`src/sv/cfe_pkg.sv`:
```
// Shared types, constants and the CRC-24Q byte update for the frame engine.
package cfe_pkg;

    localparam int CRC_W   = 24;
    localparam int BYTE_W  = 8;
    localparam int MODE_W  = 2;
    localparam int TDATA_W = 40;

    // Low 24 bits of polynomial 0x1864CFB; the x^24 term is implied
    localparam logic [CRC_W-1:0] CRC_POLY = 24'h864CFB;

    localparam logic [MODE_W-1:0] MODE_HASH  = 2'd0;
    localparam logic [MODE_W-1:0] MODE_SIGN  = 2'd1;
    localparam logic [MODE_W-1:0] MODE_CHECK = 2'd2;

    // Kind of result group held in the output queue
    typedef enum logic [1:0] {
        GK_ECHO  = 2'd0,  // one echoed byte, sign mode
        GK_SIGN  = 2'd1,  // last byte echo followed by three CRC bytes
        GK_FRAME = 2'd2   // hash or check frame-end report
    } grp_kind_t;

    typedef struct packed {
        grp_kind_t         kind;
        logic [BYTE_W-1:0] data;
        logic [CRC_W-1:0]  crc;
        logic              ok;
    } grp_t;

    typedef struct packed {
        logic valid;
        grp_t grp;
    } grp_push_t;

    // Advance the CRC by one byte, MSB first, eight shift steps
    function automatic logic [CRC_W-1:0] crc_feed(input logic [CRC_W-1:0] crc,
                                                  input logic [BYTE_W-1:0] b);
        logic [CRC_W-1:0] c;
        logic             msb;
        c = crc ^ {b, {(CRC_W-BYTE_W){1'b0}}};
        for (int i = 0; i < BYTE_W; i++)
        begin
            msb = c[CRC_W-1];
            c   = {c[CRC_W-2:0], 1'b0} ^ (msb ? CRC_POLY : {CRC_W{1'b0}});
        end
        return c;
    endfunction

endpackage

```
`src/sv/cfe_core.sv`:
```
// Frame state: CRC register, check window and mode; turns each request into a result group.
module cfe_core (
    input  logic                       clk,
    input  logic                       rst_n,
    input  logic                       cfg_valid,
    input  logic [cfe_pkg::MODE_W-1:0] cfg_data,
    input  logic                       take,
    input  logic [cfe_pkg::BYTE_W-1:0] data_byte,
    input  logic                       last_byte,
    output cfe_pkg::grp_push_t         push
);
    import cfe_pkg::*;

    logic [MODE_W-1:0] mode_reg;
    logic [CRC_W-1:0]  crc_reg,  crc_next;
    logic [BYTE_W-1:0] win_reg [3];
    logic [BYTE_W-1:0] win_next [3];
    logic [1:0]        seen_reg, seen_next;
    logic [CRC_W-1:0]  crc_upd;
    logic              ok;

    // Hold the mode register; writes must arrive only while idle, the block itself does not enforce it
    always_ff @(posedge clk or negedge rst_n)
    begin
        if (!rst_n)
        begin
            mode_reg <= MODE_HASH;
        end
        else if (cfg_valid)
        begin
            mode_reg <= cfg_data;
        end
    end

    // Work out the next frame state and the result group for this request
    always_comb
    begin
        crc_upd     = crc_reg;
        seen_next   = seen_reg;
        win_next[0] = win_reg[0];
        win_next[1] = win_reg[1];
        win_next[2] = win_reg[2];
        ok          = 1'b0;
        push.valid  = 1'b0;
        push.grp    = '{kind: GK_FRAME, data: data_byte, crc: '0, ok: 1'b0};

        unique case (mode_reg)
            MODE_SIGN:
            begin
                crc_upd      = crc_feed(crc_reg, data_byte);
                push.valid   = take;
                push.grp.kind = last_byte ? GK_SIGN : GK_ECHO;
                push.grp.crc = crc_upd;
            end
            MODE_CHECK:
            begin
                if (seen_reg == 2'd3)
                begin
                    crc_upd     = crc_feed(crc_reg, win_reg[0]);
                    win_next[0] = win_reg[1];
                    win_next[1] = win_reg[2];
                    win_next[2] = data_byte;
                end
                else
                begin
                    if (seen_reg == 2'd0) win_next[0] = data_byte;
                    if (seen_reg == 2'd1) win_next[1] = data_byte;
                    if (seen_reg == 2'd2) win_next[2] = data_byte;
                    seen_next = seen_reg + 2'd1;
                end
                ok = (seen_next == 2'd3)
                     && (win_next[0] == crc_upd[23:16])
                     && (win_next[1] == crc_upd[15:8])
                     && (win_next[2] == crc_upd[7:0]);
                push.valid    = take && last_byte;
                push.grp.kind = GK_FRAME;
                push.grp.crc  = crc_upd;
                push.grp.ok   = ok;
            end
            default:
            begin
                crc_upd       = crc_feed(crc_reg, data_byte);
                push.valid    = take && last_byte;
                push.grp.kind = GK_FRAME;
                push.grp.crc  = crc_upd;
            end
        endcase

        // Drop the frame state after the closing byte
        crc_next = crc_upd;
        if (last_byte)
        begin
            crc_next    = '0;
            seen_next   = 2'd0;
            win_next[0] = '0;
            win_next[1] = '0;
            win_next[2] = '0;
        end
    end

    // Advance the frame state on each accepted request
    always_ff @(posedge clk or negedge rst_n)
    begin
        if (!rst_n)
        begin
            crc_reg    <= '0;
            seen_reg   <= 2'd0;
            win_reg[0] <= '0;
            win_reg[1] <= '0;
            win_reg[2] <= '0;
        end
        else if (take)
        begin
            crc_reg    <= crc_next;
            seen_reg   <= seen_next;
            win_reg[0] <= win_next[0];
            win_reg[1] <= win_next[1];
            win_reg[2] <= win_next[2];
        end
    end

endmodule

```
`src/sv/cfe_outq.sv`:
```
// Two-entry result group queue; plays groups out one result per cycle while m_tready is high.
module cfe_outq (
    input  logic                        clk,
    input  logic                        rst_n,
    input  cfe_pkg::grp_push_t          push,
    output logic                        space,
    output logic                        m_tvalid,
    input  logic                        m_tready,
    output logic [cfe_pkg::TDATA_W-1:0] m_tdata,   // out_byte, crc_value, check_ok, last_result
    output logic                        m_tuser,   // is_crc_byte
    output logic                        m_tlast    // frame_end
);
    import cfe_pkg::*;

    grp_t        q_reg [2];
    logic        wr_reg, rd_reg;
    logic [1:0]  cnt_reg, cnt_next;
    logic [1:0]  sub_reg;
    grp_t        head;
    logic        grp_done, pop;
    logic [BYTE_W-1:0] out_byte;
    logic [CRC_W-1:0]  crc_value;
    logic              check_ok, last_result;

    assign head     = q_reg[rd_reg];
    assign space    = (cnt_reg != 2'd2);
    assign m_tvalid = (cnt_reg != 2'd0);
    assign grp_done = (head.kind != GK_SIGN) || (sub_reg == 2'd3);
    assign pop      = m_tvalid && m_tready && grp_done;

    // Select the fields of the current result within the head group
    always_comb
    begin
        out_byte    = '0;
        crc_value   = '0;
        check_ok    = 1'b0;
        m_tuser     = 1'b0;
        m_tlast     = 1'b0;
        last_result = 1'b0;
        unique case (head.kind)
            GK_ECHO:
            begin
                out_byte    = head.data;
                last_result = 1'b1;
            end
            GK_SIGN:
            begin
                unique case (sub_reg)
                    2'd0: out_byte = head.data;
                    2'd1: out_byte = head.crc[23:16];
                    2'd2: out_byte = head.crc[15:8];
                    default: out_byte = head.crc[7:0];
                endcase
                if (sub_reg != 2'd0)
                begin
                    m_tuser   = 1'b1;
                    crc_value = head.crc;
                end
                m_tlast     = (sub_reg == 2'd3);
                last_result = (sub_reg == 2'd3);
            end
            default:
            begin
                crc_value   = head.crc;
                check_ok    = head.ok;
                m_tlast     = 1'b1;
                last_result = 1'b1;
            end
        endcase
    end

    assign m_tdata = {6'd0, last_result, check_ok, crc_value, out_byte};

    // Store pushed groups; payload needs no reset
    always_ff @(posedge clk)
    begin
        if (push.valid)
        begin
            q_reg[wr_reg] <= push.grp;
        end
    end

    always_comb
    begin
        cnt_next = cnt_reg;
        if (push.valid && !pop) cnt_next = cnt_reg + 2'd1;
        if (!push.valid && pop) cnt_next = cnt_reg - 2'd1;
    end

    // Advance pointers, fill count and the position within the head group
    always_ff @(posedge clk or negedge rst_n)
    begin
        if (!rst_n)
        begin
            wr_reg  <= 1'b0;
            rd_reg  <= 1'b0;
            cnt_reg <= 2'd0;
            sub_reg <= 2'd0;
        end
        else
        begin
            cnt_reg <= cnt_next;
            if (push.valid) wr_reg <= ~wr_reg;
            if (pop)
            begin
                rd_reg  <= ~rd_reg;
                sub_reg <= 2'd0;
            end
            else if (m_tvalid && m_tready)
            begin
                sub_reg <= sub_reg + 2'd1;
            end
        end
    end

endmodule

```
`src/sv/crc24q_frame_engine_top.sv`:
```
// Top level of the CRC-24Q frame engine: stream ports, frame state and result queue.
// A request's first result is offered in the cycle after it is accepted, if the queue is empty.
// Throughput: one request per cycle while the two-group result queue has space; a sign-mode
// closing byte plays out four results from the queue, which sets the stall.
// Hash and check bytes that do not close a frame make no result and use no queue space.
// Reset (rst_n low, asynchronous): mode returns to hash, CRC, window and queue clear.
module crc24q_frame_engine_top (
    input  logic                        clk,
    input  logic                        rst_n,
    input  logic                        cfg_valid,
    output logic                        cfg_ready,
    input  logic [cfe_pkg::MODE_W-1:0]  cfg_data,   // mode
    input  logic                        s_tvalid,
    output logic                        s_tready,
    input  logic [cfe_pkg::BYTE_W-1:0]  s_tdata,    // data_byte
    input  logic                        s_tlast,    // last_byte
    output logic                        m_tvalid,
    input  logic                        m_tready,
    output logic [cfe_pkg::TDATA_W-1:0] m_tdata,    // out_byte, crc_value, check_ok, last_result
    output logic                        m_tuser,    // is_crc_byte
    output logic                        m_tlast     // frame_end
);
    import cfe_pkg::*;

    grp_push_t push;
    logic      space;
    logic      take;

    assign cfg_ready = 1'b1;
    assign s_tready  = space;
    assign take      = s_tvalid && space;

    // Frame state and result group build
    cfe_core u_core (
        .clk       (clk),
        .rst_n     (rst_n),
        .cfg_valid (cfg_valid),
        .cfg_data  (cfg_data),
        .take      (take),
        .data_byte (s_tdata),
        .last_byte (s_tlast),
        .push      (push)
    );

    // Result queue and output serialiser
    cfe_outq u_outq (
        .clk      (clk),
        .rst_n    (rst_n),
        .push     (push),
        .space    (space),
        .m_tvalid (m_tvalid),
        .m_tready (m_tready),
        .m_tdata  (m_tdata),
        .m_tuser  (m_tuser),
        .m_tlast  (m_tlast)
    );

endmodule

```
`config.mk`:
```
export PLATFORM = sky130hd
export DESIGN_NAME = crc24q_frame_engine_top
export DESIGN_NICKNAME = d
export VERILOG_FILES = /design/src/sv/cfe_pkg.sv /design/src/sv/cfe_core.sv /design/src/sv/cfe_outq.sv /design/src/sv/crc24q_frame_engine_top.sv
export SDC_FILE = /design/constraint.sdc
export NUM_CORES = 1
export LEC_CHECK = 0
export BUFFER_PORTS_ARGS = -buffer_cell sky130_fd_sc_hd__buf_2
export CORE_UTILIZATION = 55
export DETAILED_ROUTE_END_ITERATION = 8
export PLACE_DENSITY = 0.74
export REMOVE_ABC_BUFFERS = 1
export SLEW_MARGIN = 20
export SYNTH_ARGS = -nofsm -noshare
export SYNTH_HDL_FRONTEND = slang
export SYNTH_HIERARCHICAL = 1
export SYNTH_SLANG_ARGS = --single-unit
```
`constraint.sdc`:
```
create_clock -name clk -period 3.5 [get_ports clk]
set_input_delay 0.7 -clock clk [delete_from_list [all_inputs] [get_ports clk]]
set_output_delay 0.7 -clock clk [all_outputs]
set_load 0.02 [all_outputs]
```
==> qor.txt <==
HP Class -> in -> async
DRC Markers -> 0
Die width -> 127 µm
Fin Clk Skew -> 0.0122 ns
DR vias/cell -> 6.16
Rel. slew slack -> 36.0%
Count of final setup violators -> 0
Post-synth EDFFs -> 70
Final worst path period share -> 97.3%
Synth unique cells -> 73
CTS tree -> built
DP HPWL -> 18,500 µm
Final Hold Viols -> 0
Core box area -> 15,200 µm²
I/O pins -> 61
Arrival @ worst endpoint -> 3.59 ns
Vias post-DR -> 6,627
Worst-Skew Late Latency -> 0.43 ns
Met3 WL -> 1270 µm
Post-synth design cell area -> 8540 µm²
Global-route wire length before repair -> 38,100 µm
ANT nets after route -> 0
Die ar. -> 16,000 µm²
Max-Cap Viols -> 0
Rows -> 45
Syn avg cell area -> 10.4 µm²
Final Cell Area -> 9680 µm²
Initial antenna violation count -> 0
CTS sink cnt -> 128
Remaining global-route overflow -> 0
Synth Instances -> 821
Synth Register Bits -> 128
Largest net degree at the start of global routing -> 59
Most common cell in the synthesized netlist -> xnor2_1
Most used DFF post-synth -> edfxtp_1
Outcome -> completed
Area grow syn2layout -> 13.4%
Minimum clock period -> 3.41 ns
Simple logic cell fraction of the synthesized area -> 9.88%
Metal2 WL -> 12,100 µm
GRT Util Overall -> 32.5%
# H-tree levels -> 4
Number of flip-flops in the largest register -> 70
Die height -> 127 µm
Port Buf Inserts -> 53
Crit-path max FO -> 10
Final Slew Violations -> 0
Main area contributors after synthesis -> edfxtp_1, dfrtp_1, xnor2_1
F_max -> 0.294 GHz
Reg clk slew, reported paths -> 0.06 ns
Synth Area in Adders -> 0.733%
CTS Root Cell -> clkbuf_16
CP Capture Type -> flip-flop
1st-iter DRT viols -> 624
Critical Path RT -> 3.68 ns
Top post-synthesis cells by count -> xnor2_1, edfxtp_1, nand2_1, nor2_1, dfrtp_1
Inserted Clock Buffers -> 17
Initial core utilization -> 56.2%
Final wirelength -> 24,800 µm
Layout cell share with drive strength beyond 1 -> 20.9%
Post-CTS Setup Bufs -> 0
Crit path kind -> reg -> reg
Sequential fraction of the synthesis area -> 41.6%
Worst-margin pin slew -> 0.961 ns
Asr flop ratio synth -> 45.3%
Multiplexer share of the synthesized area -> 7.93%
GP Congestion -> 1.02
Share of the synthesized area in the top cell type -> 24.6%
RSZ-0062 raised after global routing -> false
Routed metal-1 wirelength -> 10,900 µm
ANT cells -> 0
Vias in the first global route -> 6,372
Setup crit start kind -> flip-flop
Drt pass-1 iters -> 8
Synth area leader -> edfxtp_1
Compound-Gate Fraction of Synth Area -> 16.6%
Synth warnings -> 6
Largest family of logic cells by synthesized area -> XOR/XNOR gates
Fin nets -> 896
Post-place instance area -> 9080 µm²
Top layer in use -> met4
Post-synthesis xor/xnor area fraction -> 17.9%
Routed WL per cell -> 23.0 µm
Clock Path Buffers -> 2
final timing paths:
path	startpoint	end	slack, ns	depth (start not counted)
setup / recovery	u_core/crc_reg[23]$_DFFE_PN0P_	u_outq/q_reg[1][0]$_DFFE_PP_	0.09	9
hold / removal	rst_n	u_core/win_reg[3]$_DFFE_PN0P_	0.27	2
setup reg to reg	u_core/crc_reg[23]$_DFFE_PN0P_	u_outq/q_reg[1][0]$_DFFE_PP_	0.09	9
hold reg to reg	u_outq/cnt_reg[1]$_DFFE_PN0P_	u_outq/cnt_reg[1]$_DFFE_PN0P_	0.49	1
max in group asynchronous	rst_n	u_outq/rd_reg$_DFFE_PN0P_	2.91	2
min in group clk	u_outq/cnt_reg[1]$_DFFE_PN0P_	u_outq/cnt_reg[1]$_DFFE_PN0P_	0.49	1
critical path: stages (launching register included):
cell and delay [ns]:
dfrtp_1 0.47, xnor2_2 0.17, buf_4 0.18, xnor2_4 0.40, xnor3_1 0.60, nor2_1 0.11, a21oi_1 0.16, a41oi_1 0.14
or4b_1 0.51, nor4_2 0.42
cells by family after synthesis:
kind of cell | after synthesis
multiplexers | 65
flip-flops | 128
AO/OA/AOI/OAI | 207
XOR/XNOR | 147
AND/OR/NAND/NOR | 179
adder cells (fa/ha/maj) | 5
buffers and inverters | 88
other | 2
per-layer routing:
layer | GRT usage, % | vias up
li1 | - | 3038
met1 | 43.4 | 3264
met2 | 54.6 | 281
met3 | 5.10 | 44
met4 | 9.71 | 0
met5 | 0 | -
area by class of cell:
cell class / instances / area [µm²]
fillers: 1249 / 5520
multi-input cells: 610 / 4580
flip-flops and latches: 128 / 3550
repair buffers: 106 / 688
clock buffers: 17 / 425
well taps: 188 / 235
clock inverters: 15 / 158
inverters: 12 / 45.0
what timing repair did:
action,in CTS,in global routing
setup endpoints to repair,2,2
gates resized for setup,1,1
pin swaps,0,0
hold buffers,0,0
cells in the final DEF (no fill, tap or decap), drive strengths merged, types with 3 or more instances in the layout:
cell	synthesis	routed
a211oi	9	9
a21o	3	3
a21oi	37	37
a221o	3	3
a222oi	3	3
a22o	36	36
a22oi	4	4
a31oi	6	6
a32oi	3	3
and2	6	6
buf	43	106
clkbuf	33	17
clkinv	0	5
clkinvlp	0	3
conb	2	7
dfrtp	58	58
edfxtp	70	70
ha	5	5
inv	12	17
mux2	21	21
mux2i	44	44
nand2	62	62
nand2b	9	9
nand3	6	6
nor2	59	59
nor2b	17	17
nor3	8	8
o211ai	7	7
o21a	4	4
o21ai	54	54
o221ai	11	11
o22ai	9	9
o31ai	3	3
xnor2	95	95
xnor3	6	6
xor2	44	44
per-stage QoR:
step	instances	hold WS, ns	util (%)	worst slack (ns)	setup TNS [ns]
global route	1076	0.298	63.7	0.00441	0
global placement	1044	0.471	59.8	-0.0109	-0.0218
finish	1076	0.270	63.7	0.0929	0
floorplan	750	0.404	-	0.0938	0
CTS	1076	0.277	63.6	0.140	0
detailed placement	1044	0.481	59.8	0.00440	0
Power is not shown: default switching activity piles up to over one toggle a cycle in this logic, so the estimate is an artifact.
